==> src/sv/hsfc_pkg.sv <==
// ----------------------------------------------------------------------------
// hsfc_pkg
// shared types, constants and the bytewise crc-8 step for the frame checker
// ----------------------------------------------------------------------------
package hsfc_pkg;

  localparam logic [7:0] CRC_POLY_RST = 8'h31;
  localparam logic [7:0] CRC_SEED_RST = 8'hFF;

  localparam logic [1:0] CFG_CRC_POLY = 2'd0;
  localparam logic [1:0] CFG_CRC_SEED = 2'd1;

  localparam logic [2:0] POS_T_HI  = 3'd0;
  localparam logic [2:0] POS_T_LO  = 3'd1;
  localparam logic [2:0] POS_T_CRC = 3'd2;
  localparam logic [2:0] POS_H_HI  = 3'd3;
  localparam logic [2:0] POS_H_LO  = 3'd4;
  localparam logic [2:0] POS_H_CRC = 3'd5;

  typedef struct packed {
    logic        status;
    logic [15:0] temp_word;
    logic [15:0] humi_word;
  } hsfc_raw_t;

  function automatic logic [7:0] crc_byte(input logic [7:0] crc, input logic [7:0] b,
                                          input logic [7:0] poly);
    logic [7:0] c;
    c = crc ^ b;
    for (int k = 0; k < 8; k++) begin
      if (c[7]) begin
        c = {c[6:0], 1'b0} ^ poly;
      end else begin
        c = {c[6:0], 1'b0};
      end
    end
    return c;
  endfunction

endpackage

==> src/sv/hsfc_frame.sv <==
// ----------------------------------------------------------------------------
// hsfc_frame
// tracks the byte position, runs the crc and collects both raw words
// ----------------------------------------------------------------------------
module hsfc_frame
  import hsfc_pkg::*;
(
  input  logic       clk,
  input  logic       rst_n,
  input  logic       in_take,
  input  logic [7:0] rx_byte,
  input  logic       frame_start,
  input  logic [7:0] crc_poly,
  input  logic [7:0] crc_seed,
  output logic       raw_valid,
  output hsfc_raw_t  raw
);

  logic [2:0]  byte_pos_r, byte_pos_nxt;
  logic [7:0]  crc_acc_r, crc_acc_nxt;
  logic [15:0] word_hold_r, word_hold_nxt;
  logic [15:0] temp_hold_r, temp_hold_nxt;
  logic        first_ok_r, first_ok_nxt;
  logic [2:0]  pos;
  logic [7:0]  crc_in;
  logic [7:0]  crc_new;
  logic        last;

  assign pos     = (frame_start || byte_pos_r > POS_H_CRC) ? POS_T_HI : byte_pos_r;
  assign crc_in  = (pos == POS_T_HI || pos == POS_H_HI) ? crc_seed : crc_acc_r;
  assign crc_new = crc_byte(crc_in, rx_byte, crc_poly);

  always_comb begin
    byte_pos_nxt  = byte_pos_r;
    crc_acc_nxt   = crc_acc_r;
    word_hold_nxt = word_hold_r;
    temp_hold_nxt = temp_hold_r;
    first_ok_nxt  = first_ok_r;
    last          = 1'b0;
    case (pos)
      POS_T_HI, POS_H_HI: begin
        crc_acc_nxt   = crc_new;
        word_hold_nxt = {8'h00, rx_byte};
        byte_pos_nxt  = pos + 3'd1;
      end
      POS_T_LO, POS_H_LO: begin
        crc_acc_nxt   = crc_new;
        word_hold_nxt = {word_hold_r[7:0], rx_byte};
        byte_pos_nxt  = pos + 3'd1;
      end
      POS_T_CRC: begin
        first_ok_nxt  = (crc_acc_r == rx_byte);
        temp_hold_nxt = word_hold_r;
        crc_acc_nxt   = crc_seed;
        byte_pos_nxt  = POS_H_HI;
      end
      default: begin
        last         = 1'b1;
        crc_acc_nxt  = crc_seed;
        byte_pos_nxt = POS_T_HI;
      end
    endcase
  end

  assign raw_valid     = in_take && last;
  assign raw.status    = !(first_ok_r && (crc_acc_r == rx_byte));
  assign raw.temp_word = temp_hold_r;
  assign raw.humi_word = word_hold_r;

  always_ff @(posedge clk) begin
    if (!rst_n) begin
      byte_pos_r  <= POS_T_HI;
      crc_acc_r   <= CRC_SEED_RST;
      word_hold_r <= 16'h0000;
      temp_hold_r <= 16'h0000;
      first_ok_r  <= 1'b0;
    end else if (in_take) begin
      byte_pos_r  <= byte_pos_nxt;
      crc_acc_r   <= crc_acc_nxt;
      word_hold_r <= word_hold_nxt;
      temp_hold_r <= temp_hold_nxt;
      first_ok_r  <= first_ok_nxt;
    end
  end

endmodule

==> src/sv/hsfc_conv.sv <==
// ----------------------------------------------------------------------------
// hsfc_conv
// converts the raw words to tenths of a degree and half percent, result register
// ----------------------------------------------------------------------------
module hsfc_conv
  import hsfc_pkg::*;
(
  input  logic              clk,
  input  logic              rst_n,
  input  logic              raw_valid,
  input  hsfc_raw_t         raw,
  input  logic              out_stall,
  output logic              out_valid,
  output logic              out_status,
  output logic [15:0]       out_temp_word,
  output logic [15:0]       out_humi_word,
  output logic signed [11:0] out_temp_tenths,
  output logic [7:0]        out_humi_halves
);

  localparam logic [26:0]        TEMP_SCALE  = 27'd1750;
  localparam logic signed [27:0] TEMP_OFFSET = 28'sd29491200;
  localparam logic signed [27:0] TRUNC_BIAS  = 28'sd65535;
  localparam logic [23:0]        HUMI_SCALE  = 24'd200;

  logic [26:0]        temp_prod;
  logic signed [27:0] temp_num;
  logic signed [27:0] temp_adj;
  logic signed [27:0] temp_quot;
  logic [23:0]        humi_prod;

  logic        out_valid_r, out_valid_nxt;
  logic        status_r;
  logic [15:0] temp_word_r;
  logic [15:0] humi_word_r;
  logic [11:0] temp_tenths_r;
  logic [7:0]  humi_halves_r;

  assign temp_prod = 27'(raw.temp_word) * TEMP_SCALE;
  assign temp_num  = $signed({1'b0, temp_prod}) - TEMP_OFFSET;
  assign temp_adj  = temp_num[27] ? (temp_num + TRUNC_BIAS) : temp_num;
  assign temp_quot = temp_adj >>> 16;
  assign humi_prod = 24'(raw.humi_word) * HUMI_SCALE;

  always_comb begin
    out_valid_nxt = out_valid_r;
    if (raw_valid) begin
      out_valid_nxt = 1'b1;
    end else if (out_valid_r && !out_stall) begin
      out_valid_nxt = 1'b0;
    end
  end

  always_ff @(posedge clk) begin
    if (!rst_n) begin
      out_valid_r <= 1'b0;
    end else begin
      out_valid_r <= out_valid_nxt;
    end
  end

  always_ff @(posedge clk) begin
    if (raw_valid) begin
      status_r      <= raw.status;
      temp_word_r   <= raw.temp_word;
      humi_word_r   <= raw.humi_word;
      temp_tenths_r <= temp_quot[11:0];
      humi_halves_r <= humi_prod[23:16];
    end
  end

  assign out_valid       = out_valid_r;
  assign out_status      = status_r;
  assign out_temp_word   = temp_word_r;
  assign out_humi_word   = humi_word_r;
  assign out_temp_tenths = $signed(temp_tenths_r);
  assign out_humi_halves = humi_halves_r;

endmodule

==> src/sv/humidity_sensor_frame_checker_unit.sv <==
// ----------------------------------------------------------------------------
// humidity_sensor_frame_checker_unit
// checks a six-byte temperature/humidity frame and converts both readings
// ----------------------------------------------------------------------------
// one frame byte per input beat (in_valid / in_stall), in_frame_start marks
// byte 0; bytes are temp hi, temp lo, temp crc, humi hi, humi lo, humi crc.
// one result beat per frame (out_valid / out_stall) carries status, both raw
// words, temperature in tenths of a degree and humidity in half percent.
// a byte is taken every cycle while in_stall is low; the result of the
// sixth byte shows on the output in the cycle after that byte is taken,
// from the result register. the crc is updated a whole byte at a time in a
// combinational step; the conversion is one multiply ahead of the result register.
// in_stall is high only while a result waits and the receiver stalls it.
// configuration beats (cfg_valid / cfg_ready) are always taken: index 0 is
// the crc polynomial, index 1 the crc seed, other indexes are dropped.
// reset clears the frame position, loads 0x31 / 0xff into the registers and
// empties the result register.
// ----------------------------------------------------------------------------
module humidity_sensor_frame_checker_unit
  import hsfc_pkg::*;
(
  input  logic               clk,
  input  logic               rst_n,
  input  logic               in_valid,
  output logic               in_stall,
  input  logic [7:0]         in_rx_byte,
  input  logic               in_frame_start,
  output logic               out_valid,
  input  logic               out_stall,
  output logic               out_status,
  output logic [15:0]        out_temp_word,
  output logic [15:0]        out_humi_word,
  output logic signed [11:0] out_temp_tenths,
  output logic [7:0]         out_humi_halves,
  input  logic               cfg_valid,
  output logic               cfg_ready,
  input  logic [1:0]         cfg_index,
  input  logic [7:0]         cfg_data
);

  logic [7:0] crc_poly_r;
  logic [7:0] crc_seed_r;
  logic       in_take;
  logic       raw_valid;
  hsfc_raw_t  raw;

  assign cfg_ready = 1'b1;
  assign in_stall  = out_valid && out_stall;
  assign in_take   = in_valid && !in_stall;

  always_ff @(posedge clk) begin
    if (!rst_n) begin
      crc_poly_r <= CRC_POLY_RST;
      crc_seed_r <= CRC_SEED_RST;
    end else if (cfg_valid && cfg_ready) begin
      case (cfg_index)
        CFG_CRC_POLY: crc_poly_r <= cfg_data;
        CFG_CRC_SEED: crc_seed_r <= cfg_data;
        default: begin
        end
      endcase
    end
  end

  hsfc_frame u_frame (
    .clk         (clk),
    .rst_n       (rst_n),
    .in_take     (in_take),
    .rx_byte     (in_rx_byte),
    .frame_start (in_frame_start),
    .crc_poly    (crc_poly_r),
    .crc_seed    (crc_seed_r),
    .raw_valid   (raw_valid),
    .raw         (raw)
  );

  hsfc_conv u_conv (
    .clk             (clk),
    .rst_n           (rst_n),
    .raw_valid       (raw_valid),
    .raw             (raw),
    .out_stall       (out_stall),
    .out_valid       (out_valid),
    .out_status      (out_status),
    .out_temp_word   (out_temp_word),
    .out_humi_word   (out_humi_word),
    .out_temp_tenths (out_temp_tenths),
    .out_humi_halves (out_humi_halves)
  );

endmodule

==> config.mk <==
export PLATFORM = sky130hd
export DESIGN_NAME = humidity_sensor_frame_checker_unit
export DESIGN_NICKNAME = d
export VERILOG_FILES = /design/src/sv/hsfc_pkg.sv /design/src/sv/hsfc_frame.sv /design/src/sv/hsfc_conv.sv /design/src/sv/humidity_sensor_frame_checker_unit.sv
export SDC_FILE = /design/constraint.sdc
export NUM_CORES = 1
export LEC_CHECK = 0
export ABC_AREA = 1
export BUFFER_PORTS_ARGS = -buffer_cell sky130_fd_sc_hd__buf_2
export CELL_PAD_IN_SITES_DETAIL_PLACEMENT = 2
export CELL_PAD_IN_SITES_GLOBAL_PLACEMENT = 2
export CORE_UTILIZATION = 38
export DETAILED_ROUTE_END_ITERATION = 6
export PLACE_DENSITY = 0.94
export SLEW_MARGIN = 0
export SYNTH_ARGS = -nofsm -noshare
export SYNTH_HDL_FRONTEND = slang
export SYNTH_SLANG_ARGS = --single-unit
==> constraint.sdc <==
create_clock -name clk -period 7.9 [get_ports clk]
set_input_delay 0.79 -clock clk [delete_from_list [all_inputs] [get_ports clk]]
set_output_delay 0.79 -clock clk [all_outputs]
set_load 0.02 [all_outputs]
Word level (Yosys, flattened, before mapping)
Index checks and enable logic that the tools add are counted.
- output and inout bits: 56
- bits in registers: 114
- input bits: 24
- equality and inequality tests: 6
- $add $sub $neg: 3
- bitwise operators: 9
- order comparisons: 1
- reductions and logical operators: 22
- multiplexer cells: 17
- $mul: 2
- operators with widths (operator ; count):
    2-to-1 mux 8 bit ; 10
    bitwise XOR 8 bit ; 9
    one-hot mux 16 bit (2 select lines) ; 1
    adder 28 x 17 -> 28 bit, second input constant ; 1
    subtractor 27 x 25 -> 28 bit, second input constant ; 1
    2-to-1 mux 27 bit ; 1
    multiplier 16 x 10 -> 26 bit, second input constant ; 1
    multiplier 16 x 5 -> 21 bit, second input constant ; 1
    equality test 8 bit ; 1
    AND reduction 2 bit ; 4
    equality test 3 x 2 -> 1 bit, second input constant ; 2
    one-hot mux 3 bit (2 select lines) ; 1
    logical AND 1 bit ; 5
    OR reduction 5 bit ; 1
    nonzero test 2 bit ; 2
    OR reduction 2 bit ; 2
    OR reduction 4 bit ; 1
    adder 3 x 1 -> 3 bit, second input constant ; 1
    equality test 3 x 1 -> 1 bit, second input constant ; 1
    equality test 3 bit, second input constant ; 1
    > comparator 3 bit, second input constant ; 1
    zero test 1 bit ; 3
    zero test 3 bit ; 1
    2-to-1 mux 1 bit ; 3
    4 further kinds ; 5

Longest topological paths before layout
Gate-level depths: netlist of run 1.
- depth in word-level cells: 24
- gate-level depth with buffers: 39
- depth with buffers taken out: 37

Hierarchy
A second synthesis of run 1 with hierarchy kept.
- cells, all modules: 1599
- area total of the unflattened synthesis: 12353.1 sq um
- modules (own cells, without submodules) (module ; cells an instance ; seq. area each (sq um) ; instances ; area an instance (sq um)):
    hsfc_conv ; 936 ; 1611.5 ; 1 ; 7937.6
    hsfc_frame ; 573 ; 880.8 ; 1 ; 3719.8
    humidity_sensor_frame_checker_unit ; 90 ; 320.3 ; 1 ; 695.7

Worst setup path after synthesis of run 1
Ideal clock, no wire load.
- path kind: flip-flop to flip-flop
- start: register u_frame.temp_hold_r[2]
- end: register u_conv.temp_tenths_r[6], in the netlist u_conv.out_temp_tenths[6] (data pin)
- clock period less this slack: 5.901 ns
- setup slack: 1.999 ns
- data required time: 7.642 ns
- library setup time: 0.258 ns
- stages on the path, launching flop included: 30
- arrival: 5.643 ns
- cell sequence: dfxtp_1 > ha_1 > xor2_1 > ha_1 > or2_2 > fa_1 > fa_1 > inv_1 > fa_1 > inv_1 > ha_1 > a21oi_1 > inv_1 > a21oi_1 > o221ai_1 > a21oi_1 > xor2_1 > ha_1 > inv_1 > nor2_1 > nand2_1 > nand3_1 > nand2_1 > nor2_1 > nand2_1 > nor2_1 > nand2_1 > inv_1 > nand2_1 > xnor2_1
- longest elaborated chain between the ends: 4
- RTL lines (what ; line ; RTL):
    start, declared ; hsfc_frame.sv:22 ; logic [15:0] temp_hold_r, temp_hold_nxt;
    start signal, assigned ; hsfc_frame.sv:81 ; temp_hold_r <= temp_hold_nxt;
    multiplier 16 x 10 -> 26 bit (*) ; hsfc_conv.sv:39 ; assign temp_prod = 27'(raw.temp_word) * TEMP_SCALE;
    subtractor 27 x 25 -> 28 bit (*) ; hsfc_conv.sv:40 ; assign temp_num = $signed({1'b0, temp_prod}) - TEMP_OFFSET;
    adder 28 x 17 -> 28 bit ; hsfc_conv.sv:41 ; assign temp_adj = temp_num[27] ? (temp_num + TRUNC_BIAS) : temp_num;
    2-to-1 mux 27 bit (*) ; hsfc_conv.sv:41 ;
    named net u_conv.temp_adj[22] ; hsfc_conv.sv:28 ; logic signed [27:0] temp_adj;
    end signal, assigned ; hsfc_conv.sv:67 ; temp_tenths_r <= temp_quot[11:0];
    end, declared ; hsfc_conv.sv:36 ; logic [11:0] temp_tenths_r;
The timed path passes the listed nets; every way through them passes the cells marked *.
A chain may end at the register's enable or synchronous reset.

Worst setup path in the final report of run 1
Same ends and word-level chain as after synthesis.

==> results of run 1 <==
power by group:
part | switching, W | internal [W] | total (W)
Clock | 0.000378 | 0.000409 | 0.000787
Sequential | 0.0000478 | 0.000650 | 0.000698
Combinational | 0.000573 | 0.000237 | 0.000811
area by class of cell:
type,count,area [sq um],share of cell area
clock inverters,15,122.6,0.01000
well taps,378,473.0,0.03858
flip-flops and latches,114,2813,0.2295
inverters,276,1036,0.08452
multi-input cells,942,6975,0.5691
clock buffers,17,425.4,0.03470
repair buffers,81,412.9,0.03368
critical path: cells and delay by family, from the launching register on:
kind	cells	cell delay (ps)
AOI/OAI and AO/OA	3	770
xor gates and xnor gates	2	340
adders and majority gates	6	2580
buffers and inverters	4	290
DFF	1	530
and+or+nand+nor	13	2290
logic make-up after synthesis:
family / after synthesis / share of synthesized area
fa+ha+maj: 216 / 0.2895
simple gates: 485 / 0.2027
xor+xnor: 75 / 0.06228
flops: 114 / 0.2564
other cells: 1 / 0.0003419
compound gates: 165 / 0.08110
buf+inv: 302 / 0.1077
flip-flops by register name, summed over array words and instances, names as in the netlist:
signal	count
u_conv.out_humi_word	16
u_conv.out_temp_word	16
u_frame.temp_hold_r	16
u_frame.word_hold_r	16
u_conv.out_temp_tenths	12
crc_poly_r	8
crc_seed_r	8
u_conv.out_humi_halves	8
u_frame.crc_acc_r	8
u_frame.byte_pos_r	3
u_conv.out_status	1
u_conv.out_valid	1
u_frame.first_ok_r	1
per-layer routing:
layer,vias to the layer above,part of all wire,track usage
li1,4485,-,-
met2,316,0.54,0.6271
met3,139,0.034,0.05264
met5,-,0.00026,0
met1,5198,0.37,0.3437
met4,2,0.051,0.1889
path summary, 6_finish.rpt:
kind / startpoint / endpoint
max: u_frame.temp_hold_r[2] / u_conv.out_temp_tenths[6]
min: u_frame.first_ok_r / u_conv.out_status
max reg2reg: u_frame.temp_hold_r[2] / u_conv.out_temp_tenths[6]
min reg2reg: u_frame.first_ok_r / u_conv.out_status
layout by cell type (no fill, tap or decap), types with 3 or more instances in the layout:
master / count
inv_6: 5
nand3_1: 88
nand3_2: 11
nand3b_1: 3
buf_2: 78
o21ai_0: 58
nor3_1: 6
xor2_1: 43
fa_1: 63
nand2_2: 15
clkinvlp_4: 4
inv_1: 267
nand2_4: 5
edfxtp_1: 53
nand4_1: 16
a21oi_1: 82
nand2_1: 263
or2_2: 4
buf_4: 3
nor2_1: 63
clkbuf_16: 17
a21o_1: 8
dfxtp_1: 61
inv_2: 5
clkinv_1: 5
xnor2_1: 30
nand3_4: 4
o211ai_1: 7
nor2_2: 3
ha_1: 153
through the flow:
step / hold slack [ps] / instance area, sq um
global placement: 450.0 / 11710
global route: 507.5 / 12260
CTS: 500.1 / 12260
floorplan: 437.7 / 10970
detailed placement: 480.0 / 11710
finish: 514.8 / 12260
==> insert_results.sql, run 1 <==
INSERT INTO impl_metrics (metric_group, metric, value, unit) VALUES
('status', 'run_status', 'completed', ''),
('routing', 'drt_drc_violations_left', '0', ''),
('placed_design', 'dp_wirelength', '31.14', 'mm'),
('placed_design', 'number_of_port_buffers', '78', ''),
('finish', 'final-instance-count-excl-fill', '1823', ''),
('setup_path', 'worst_ep_arrival_time', '7260', 'ps'),
('power_and_ir_drop', 'cellLeakagePower', '6.710', 'nW'),
('logic_synthesis', 'ys_top_cells_by_count', '268 x inv_1, 263 x nand2_1, 153 x ha_1', ''),
('setup_path', 'critPathSlowestCell', 'fa_1', ''),
('floorplan', 'die_w', '171.9', 'microns'),
('logic_synthesis', 'asyncSetResetFlopFracSynth', '0', ''),
('hold_path', 'worstHoldPathCells', '1', ''),
('global_route', 'grt_pass1_vias', '11860', ''),
('setup_path', 'cp_data_required_time', '8110', 'ps'),
('routing', 'wl_per_cell', '25.71', 'microns'),
('setup_path', 'critical_path.endpoint_type', 'flop', ''),
('logic_synthesis', 'synth_edf_count', '53', ''),
('logic_synthesis', 'post_synth_inst_count', '1358', ''),
('finish', 'syn_to_final_growth', '11.75', '%'),
('finish', 'final_design_utilization', '0.4364', ''),
('sta', 'finalWorstPathRequiredPeriod', '7046', 'ps'),
('floorplan', 'core.rowCount', '61', ''),
('power_and_ir_drop', 'power.ir.vdd_worst', '0.1044', 'mV'),
('setup_path', 'r2r_setup_slack', '850', 'ps'),
('logic_synthesis', 'post_synth.cell_area_avg', '8.078', 'sq um'),
('finish', 'finalNetCount', '1672', ''),
('global_route', 'initial_antenna_violation_count', '1', ''),
('setup_path', 'worst_setup_path_start_kind', 'flop', ''),
('routing', 'post_drt_via_cell_ratio', '5.562', ''),
('sta', 'setup_ws', '853.9', 'ps'),
('sta', 'maxSlewViolCount', '0', ''),
('clock_tree', 'cts.sinks', '114', ''),
('placed_design', 'gp_congestion', '0.8452', ''),
('setup_path', 'reg2regPathDepth', '28', ''),
('global_route', 'overflow', '0', ''),
('global_route', 'gr-usage-all-layers', '0.3311', ''),
('logic_synthesis', 'count_of_different_cell_masters_after_synthesis', '43', ''),
('logic_synthesis', 'top_count_cell_post_synth', 'inv_1', ''),
('setup_path', 'setup.worst_path.class', 'flop to flop', ''),
('finish', 'fillers', '3186', ''),
('sta', 'hold_viol_final', '0', ''),
('clock_tree', 'htree_levels', '4', ''),
('flow_run', 'maxCapViolCount', '0', ''),
('clock_tree', 'cts_hold_repair.buffers', '0', ''),
('sta', 'setup_viol', '0', ''),
('logic_synthesis', 'synth.cell_area', '10970', 'sq um'),
('clock_tree', 'post_cts.repair.setup_buffers', '0', ''),
('setup_path', 'worst_path_most_repeated_cell', 'nand2_1', ''),
('sta', 'grt_setup_unrepaired', 'false', ''),
('clock_tree', 'root_buffer', 'clkbuf_16', ''),
('finish', 'n_antenna_cell', '0', ''),
('finish', 'drive_gt1_frac', '0.1128', ''),
('sta', 'timing.fmax', '0.1419', 'GHz'),
('routing', 'drt_pre_antenna_iters', '5', ''),
('floorplan', 'die_h', '171.9', 'microns'),
('clock_tree', 'cts_tree', 'done', ''),
('setup_path', 'timing.critical_path.fanout_max', '8', ''),
('power_and_ir_drop', 'report.power.total', '0.002296', 'W'),
('placed_design', 'preCtsSetupSlack', '1082', 'ps'),
('floorplan', 'design.portCount', '80', ''),
('routing', 'detail_route.iter0.violations', '566', ''),
('clock_tree', 'ctsResizeCount', '0', ''),
('global_route', 'grt_max_degree', '44', ''),
('logic_synthesis', 'yosys_register_bits', '114', ''),
('setup_path', 'delay_of_the_slowest_cell_on_the_worst_path', '580', 'ps'),
('sta', 'slew-limit-headroom', '0.09825', ''),
('floorplan', 'start_util', '0.3905', ''),
('sta', 'period_share', '0.8919', ''),
('routing', 'drt.antenna.violating_nets', '0', ''),
('placed_design', 'placed_cells_incl_taps', '1791', ''),
('sta', 'timing.clock.skew', '14.33', 'ps');
No activity file was read; power rests on OpenSTA's default activity.
==> run 2: changes to the inputs <==
ABC_AREA = unset   (was 1)
PLACE_DENSITY = 0.9   (was 0.94)
==> run 2 against run 1 <==
  * First-iteration DRC count is 15% lower
  * Total power shrank 7.4%
  * Utilization barely moved
  * Clock skew shrank 2.9 ps
  * Largest power group is now clock
==> insert_results.sql, run 2 <==
INSERT INTO impl_metrics (metric_group, metric, value, unit) VALUES
('finish', 'final-instance-count-excl-fill', '1688', ''),
('floorplan', 'core.rowCount', '62', ''),
('logic_synthesis', 'count_of_different_cell_masters_after_synthesis', '79', ''),
('finish', 'multiInputGateArea', '7619', 'sq um'),
('logic_synthesis', 'synth.cell_area', '11280', 'sq um'),
('logic_synthesis', 'synth_top_flop_cell', 'dfxtp_1', ''),
('setup_path', 'timing.critical_path.fanout_max', '7', ''),
('floorplan', 'start_util', '0.3900', ''),
('clock_tree', 'max-clock-path-buffers', '2', ''),
('clock_tree', 'cts_hold_repair.buffers', '0', ''),
('global_route', 'grt_max_degree', '63', ''),
('sta', 'grt_setup_unrepaired', 'false', ''),
('floorplan', 'placeableCoreArea', '28940', 'sq um'),
('clock_tree', 'root_buffer', 'clkbuf_16', ''),
('global_route', 'overflow', '0', ''),
('placed_design', 'placement.cell_area', '12040', 'sq um'),
('sta', 'timing.fmax', '0.1388', 'GHz'),
('floorplan', 'dieArea', '30390', 'sq um'),
('sta', 'setup_viol', '0', ''),
('logic_synthesis', 'yosys_warnings', '0', ''),
('finish', 'finalNetCount', '1531', ''),
('routing', 'drt_drc_violations_left', '0', ''),
('clock_tree', 'cts_tree', 'done', ''),
('logic_synthesis', 'yosys_register_bits', '114', ''),
('logic_synthesis', 'synthDominantCellAreaShare', '0.1697', ''),
('setup_path', 'cp_data_required_time', '8060', 'ps'),
('finish', 'fin_area', '12620', 'sq um'),
('clock_tree', 'clk_pin_slew_worst_paths', '70', 'ps'),
('finish', 'fillers', '3106', ''),
('logic_synthesis', 'post_synth_main_area_contributors', 'ha_1 17%, edfxtp_1 14%, fa_1 11%', ''),
('sta', 'hold_viol_final', '0', ''),
('setup_path', 'worst_ep_arrival_time', '7370', 'ps'),
('sta', 'period_share', '0.9120', ''),
('routing', 'routed-via-count', '9622', ''),
('sta', 'worstMarginPinSlew', '1022', 'ps'),
('floorplan', 'design.portCount', '80', ''),
('routing', 'drt_pre_antenna_iters', '5', ''),
('global_route', 'initial_antenna_violation_count', '0', ''),
('sta', 'timing.clock.skew', '11.44', 'ps'),
('setup_path', 'setup.worst_path.class', 'flop to flop', ''),
('clock_tree', 'cts.sinks', '114', ''),
('routing', 'post_drt_via_cell_ratio', '5.700', ''),
('power_and_ir_drop', 'cellLeakagePower', '6.184', 'nW'),
('global_route', 'grt_pass1_wl', '67.51', 'mm'),
('placed_design', 'placed_cells_incl_taps', '1656', ''),
('hold_path', 'holdCritPathClass', 'flop to flop', ''),
('global_route', 'gr-usage-all-layers', '0.2927', ''),
('clock_tree', 'post_cts.repair.setup_buffers', '0', ''),
('logic_synthesis', 'top_count_cell_post_synth', 'inv_1', ''),
('finish', 'drive_gt1_frac', '0.1058', ''),
('finish', 'n_antenna_cell', '0', ''),
('clock_tree', 'numCtsBuffers', '17', ''),
('logic_synthesis', 'post_synth_inst_count', '1227', ''),
('logic_synthesis', 'post-synth-top-area-cell', 'ha_1', ''),
('flow_run', 'maxCapViolCount', '0', ''),
('setup_path', 'r2r_setup_slack', '700', 'ps'),
('global_route', 'grt_pass1_vias', '11120', ''),
('logic_synthesis', 'synth_edf_count', '53', ''),
('setup_path', 'critical_path.endpoint_type', 'flop', ''),
('finish', 'layout.area.seq', '2813', 'sq um'),
('floorplan', 'die_h', '174.3', 'microns'),
('sta', 'maxSlewViolCount', '0', ''),
('finish', 'mostFrequentLayoutCells', '187 x inv_1, 153 x ha_1, 135 x nand2_1, 78 x buf_2, 63 x fa_1', ''),
('clock_tree', 'htree_levels', '4', ''),
('logic_synthesis', 'post_synth.cell_area_avg', '9.196', 'sq um'),
('finish', 'mostFrequentLayoutCell', 'inv_1', ''),
('routing', 'detail_route.iter0.violations', '479', ''),
('logic_synthesis', 'synthesis.nets', '1467', ''),
('sta', 'finalWorstPathRequiredPeriod', '7205', 'ps'),
('power_and_ir_drop', 'power.ir.vdd_worst', '0.1107', 'mV'),
('sta', 'slew-limit-headroom', '0.3189', ''),
('floorplan', 'die_w', '174.3', 'microns'),
('placed_design', 'dp_wirelength', '29.39', 'mm'),
('clock_tree', 'ctsResizeCount', '0', ''),
('setup_path', 'worst_setup_path_start_kind', 'flop', ''),
('clock_tree', 'clock_latency', '450', 'ps'),
('logic_synthesis', 'ys_top_cells_by_count', '187 x inv_1, 153 x ha_1, 135 x nand2_1', ''),
('routing', 'drt.antenna.violating_nets', '0', ''),
('routing', 'drt_wl_total', '42.95', 'mm'),
('routing', 'wl_per_cell', '25.45', 'microns'),
('sta', 'setup_total_negative_slack', '0', 'ps'),
('power_and_ir_drop', 'power_per_cell_area', '168.5', 'nW/um^2'),
('finish', 'final_design_utilization', '0.4360', ''),
('placed_design', 'number_of_port_buffers', '78', ''),
('placed_design', 'gp_congestion', '0.8123', ''),
('status', 'run_status', 'completed', ''),
('logic_synthesis', 'synth_sequential_area_ratio', '0.2493', ''),
('finish', 'syn_to_final_growth', '11.82', '%'),
('logic_synthesis', 'asyncSetResetFlopFracSynth', '0', '');
-- run 2: changes by cell type in the layout (fill, tap and decap cells not counted), sizes merged, moves of 19 or more --
cell | before | now
nand2 | 283 | 135
inv | 279 | 194
xnor2 | 31 | 57
a21boi | 0 | 28
nor2 | 67 | 39
a21oi | 82 | 53
nand3 | 103 | 34
nor2b | 0 | 19
o21ai | 60 | 33
-- run 2: path summary, 6_finish.rpt --
path                                             start                   endpoint  depth (start not counted)
worst max register to register  u_frame.temp_hold_r[6]  u_conv.out_temp_tenths[5]                         25
worst min-delay path                     crc_seed_r[0]              crc_seed_r[0]                          2
worst min register to register           crc_seed_r[0]              crc_seed_r[0]                          2
worst max-delay path            u_frame.temp_hold_r[6]  u_conv.out_temp_tenths[5]                         25
-- run 2: report_power, final --
group          switching, W  leakage (nW)  total, W  internal [W]
combinational      0.000379          4.97  0.000642      0.000263
clock              0.000360         0.284  0.000803      0.000442
sequential        0.0000371         0.933  0.000682      0.000644
total              0.000776          6.18   0.00213       0.00135
-- run 2: layer usage --
metal | GRT usage | part of all wire | up-vias
met3 | 0.04024 | 0.030 | 125
met4 | 0.1444 | 0.044 | 0
met2 | 0.5400 | 0.53 | 267
met5 | 0 | 0 | -
li1 | - | - | 4305
met1 | 0.3274 | 0.40 | 4925
-- run 2: cell type report --
type                            count  share of cell area
Clock inverter                     15             0.01190
Inverter                          187             0.05563
Sequential cell                   114              0.2229
Multi-Input combinational cell    888              0.6038
Timing Repair Buffer               83             0.03392
Tap cell                          384             0.03808
Clock buffer                       17             0.03372
-- run 2: kinds of logic (layout without fill, tap and decap cells) --
group / count (synthesis) / count (layout) / share of synthesized area
AOI/OAI and AO/OA: 226 / 226 / 0.1411
xor gates and xnor gates: 100 / 100 / 0.09403
adders and majority gates: 216 / 216 / 0.2814
buffers and inverters: 225 / 302 / 0.07596
DFF: 114 / 114 / 0.2493
muxes: 16 / 16 / 0.01508
other: 1 / 1 / 0.0003323
and+or+nand+nor: 329 / 329 / 0.1428
-- run 2: metrics by stage --
step / power (W) / hold slack (ps) / setup slack (ps)
final: 0.002126 / 501.3 / 695.1
after global placement: 0.001243 / 457.8 / 1295
after CTS: 0.002119 / 502.9 / 704.1
after floorplan: 0.001135 / 433.6 / 1855
after detailed placement: 0.001291 / 475.4 / 899.1
after global routing: 0.002191 / 540.5 / 347.8
-- run 2: critical path: stages, from the launching register on --
cell,delay [ps]
dfxtp_1,600
ha_1,350
xor2_1,180
ha_1,310
inv_1,70
fa_1,550
inv_1,110
fa_1,560
inv_1,70
fa_1,500
inv_1,40
ha_1,410
a21oi_1,100
nor2b_1,120
o21ai_0,100
nand2b_1,110
nand2_1,70
o31a_1,150
o21a_1,260
o311ai_0,810
o21bai_1,270
nor2_1,170
o311a_1,470
and3_1,250
mux2i_1,130
xor2_1,150
==> run 3: changes to the inputs <==
ABC_AREA = 1   (was unset)
CTS_CLUSTER_SIZE = 25   (was unset)
PLACE_DENSITY = 0.94   (was 0.9)
clock period = 8.08 ns   (was 7.9 ns; I/O delays follow)
==> run 3 against run 2 <==
  * Non-clock buffer count fell by 2
  * Count of clock-buffer cells in the layout did not move
  * Highest routed layer is now met5
  * Via count rose by 5.5%
  * Utilization rose by 0.21 points
  * Clock skew rose by 2.9 ps
  * Routed wire length rose by 8.5%
  * Cell area fell by 2.5%
  * Total power rose by 9.1%
  * Die area fell by 2.8%
  * First-iteration DRC count rose by 8.6%
  * Maximum frequency rose by 4.6%
  * Global-route usage rose by 3.8 points
==> insert_results.sql, run 3 (same netlist as run 1, synthesis figures left out) <==
INSERT INTO impl_metrics (metric_group, metric, value, unit) VALUES
('clock_tree', 'clock_latency', '460', 'ps'),
('global_route', 'initial_antenna_violation_count', '1', ''),
('global_route', 'gr-usage-all-layers', '0.3311', ''),
('sta', 'timing.fmax', '0.1452', 'GHz'),
('routing', 'wl_per_cell', '25.57', 'microns'),
('clock_tree', 'ctsResizeCount', '0', ''),
('power_and_ir_drop', 'power_per_cell_area', '188.5', 'nW/um^2'),
('finish', 'finalNetCount', '1672', ''),
('global_route', 'overflow', '0', ''),
('clock_tree', 'htree_levels', '4', ''),
('floorplan', 'die_h', '171.9', 'microns'),
('setup_path', 'critPathSlowestCell', 'dfxtp_1', ''),
('routing', 'routed-via-count', '10150', ''),
('finish', 'mostFrequentLayoutCell', 'inv_1', ''),
('placed_design', 'number_of_port_buffers', '78', ''),
('power_and_ir_drop', 'cellLeakagePower', '6.739', 'nW'),
('clock_tree', 'root_buffer', 'clkbuf_16', ''),
('floorplan', 'core.rowCount', '61', ''),
('setup_path', 'setup.worst_path.class', 'flop to flop', ''),
('sta', 'hold_viol_final', '0', ''),
('routing', 'drt.antenna.violating_nets', '0', ''),
('sta', 'maxSlewViolCount', '0', ''),
('setup_path', 'worst_ep_arrival_time', '7090', 'ps'),
('status', 'run_status', 'completed', ''),
('power_and_ir_drop', 'power.ir.vdd_worst', '0.1227', 'mV'),
('sta', 'timing.clock.skew', '14.30', 'ps'),
('setup_path', 'cp_data_required_time', '8280', 'ps'),
('sta', 'finalWorstPathRequiredPeriod', '6887', 'ps'),
('sta', 'setup_viol', '0', ''),
('clock_tree', 'post_cts.repair.setup_buffers', '0', ''),
('floorplan', 'start_util', '0.3905', ''),
('global_route', 'grt_max_degree', '44', ''),
('power_and_ir_drop', 'report.power.total', '0.002320', 'W'),
('floorplan', 'dieArea', '29550', 'sq um'),
('clock_tree', 'numCtsBuffers', '17', ''),
('sta', 'grt_setup_unrepaired', 'false', ''),
('clock_tree', 'cts_hold_repair.buffers', '0', ''),
('floorplan', 'design.portCount', '80', ''),
('setup_path', 'worst_setup_path_start_kind', 'flop', ''),
('routing', 'post_drt_via_cell_ratio', '5.568', ''),
('floorplan', 'die_w', '171.9', 'microns'),
('floorplan', 'placeableCoreArea', '28090', 'sq um'),
('sta', 'setup_total_negative_slack', '0', 'ps'),
('sta', 'worstMarginPinSlew', '1203', 'ps'),
('placed_design', 'dp_wirelength', '31.25', 'mm'),
('hold_path', 'holdCritPathClass', 'flop to flop', ''),
('flow_run', 'maxCapViolCount', '0', ''),
('finish', 'final-instance-count-excl-fill', '1823', ''),
('sta', 'period_share', '0.8523', ''),
('global_route', 'grt_pass1_vias', '12100', ''),
('setup_path', 'critPathTopFamily', 'adder cells', ''),
('setup_path', 'timing.critical_path.fanout_max', '7', ''),
('sta', 'final.hold.worst_slack', '488.5', 'ps'),
('clock_tree', 'clk_pin_slew_worst_paths', '70', 'ps'),
('routing', 'drt_wl_total', '46.61', 'mm'),
('setup_path', 'worst_path_most_repeated_cell', 'inv_1', ''),
('sta', 'slew-limit-headroom', '0.1774', ''),
('setup_path', 'timing.critical_path.buf_inv', '6', ''),
('clock_tree', 'cts_tree', 'done', ''),
('placed_design', 'gp_congestion', '0.8449', ''),
('finish', 'n_antenna_cell', '0', ''),
('routing', 'drt_drc_violations_left', '0', ''),
('setup_path', 'delay_of_the_slowest_cell_on_the_worst_path', '600', 'ps'),
('finish', 'drive_gt1_frac', '0.1135', ''),
('clock_tree', 'cts.sinks', '114', ''),
('setup_path', 'critical_path.endpoint_type', 'flop', ''),
('routing', 'detail_route.iter0.violations', '520', ''),
('placed_design', 'placed_cells_incl_taps', '1791', ''),
('clock_tree', 'max-clock-path-buffers', '2', ''),
('finish', 'mostFrequentLayoutCells', '267 x inv_1, 263 x nand2_1, 153 x ha_1, 88 x nand3_1, 82 x a21oi_1', ''),
('routing', 'drt_pre_antenna_iters', '5', ''),
('global_route', 'grt_pass1_wl', '71.66', 'mm'),
('finish', 'syn_to_final_growth', '12.18', '%');
## run 3: path summary, 6_finish.rpt
| path | start | to | slack (ps) | cells past startpoint |
|---|---|---|---|---|
| worst max-delay path | u_frame.temp_hold_r[7] | u_conv.out_temp_tenths[6] | 1190 | 27 |
| worst min-delay path | u_frame.first_ok_r | u_conv.out_status | 490 | 1 |
| worst max register to register | u_frame.temp_hold_r[7] | u_conv.out_temp_tenths[6] | 1190 | 27 |
| worst min register to register | u_frame.first_ok_r | u_conv.out_status | 490 | 1 |
## run 3: final cells by class
class | instances | area (sq um)
sequential | 114 | 2813
clock inverter | 15 | 170.2
multi-input combinational | 942 | 6975
tap | 378 | 473.0
inverter | 276 | 1036
fill | 3196 | 15780
timing repair buffer | 81 | 412.9
clock buffer | 17 | 425.4
## run 3: per-stage QoR
step	setup WS [ps]	util	area (sq um)
final	1193	0.4381	12310
after global routing	749.5	0.4381	12310
after CTS	1182	0.4381	12310
after detailed placement	1188	0.4169	11710
after global placement	1744	0.4169	11710
after floorplan	2179	-	10970
## run 3: report_power, final
group	total (W)	internal (W)	switching, W
clock	0.000825	0.000463	0.000362
sequential	0.000685	0.000636	0.0000493
combinational	0.000810	0.000232	0.000578
total	0.00232	0.00133	0.000990
## run 3: routing by layer
metal  share of wire  vias to the layer above  track usage  routed length (microns)
met3           0.042                      185      0.06111                     1945
li1                -                     4483            -                        -
met5         0.00030                        -            0                       14
met2            0.54                      359       0.6254                    25090
met4           0.055                        2       0.1985                     2580
met1            0.36                     5122       0.3364                    16980
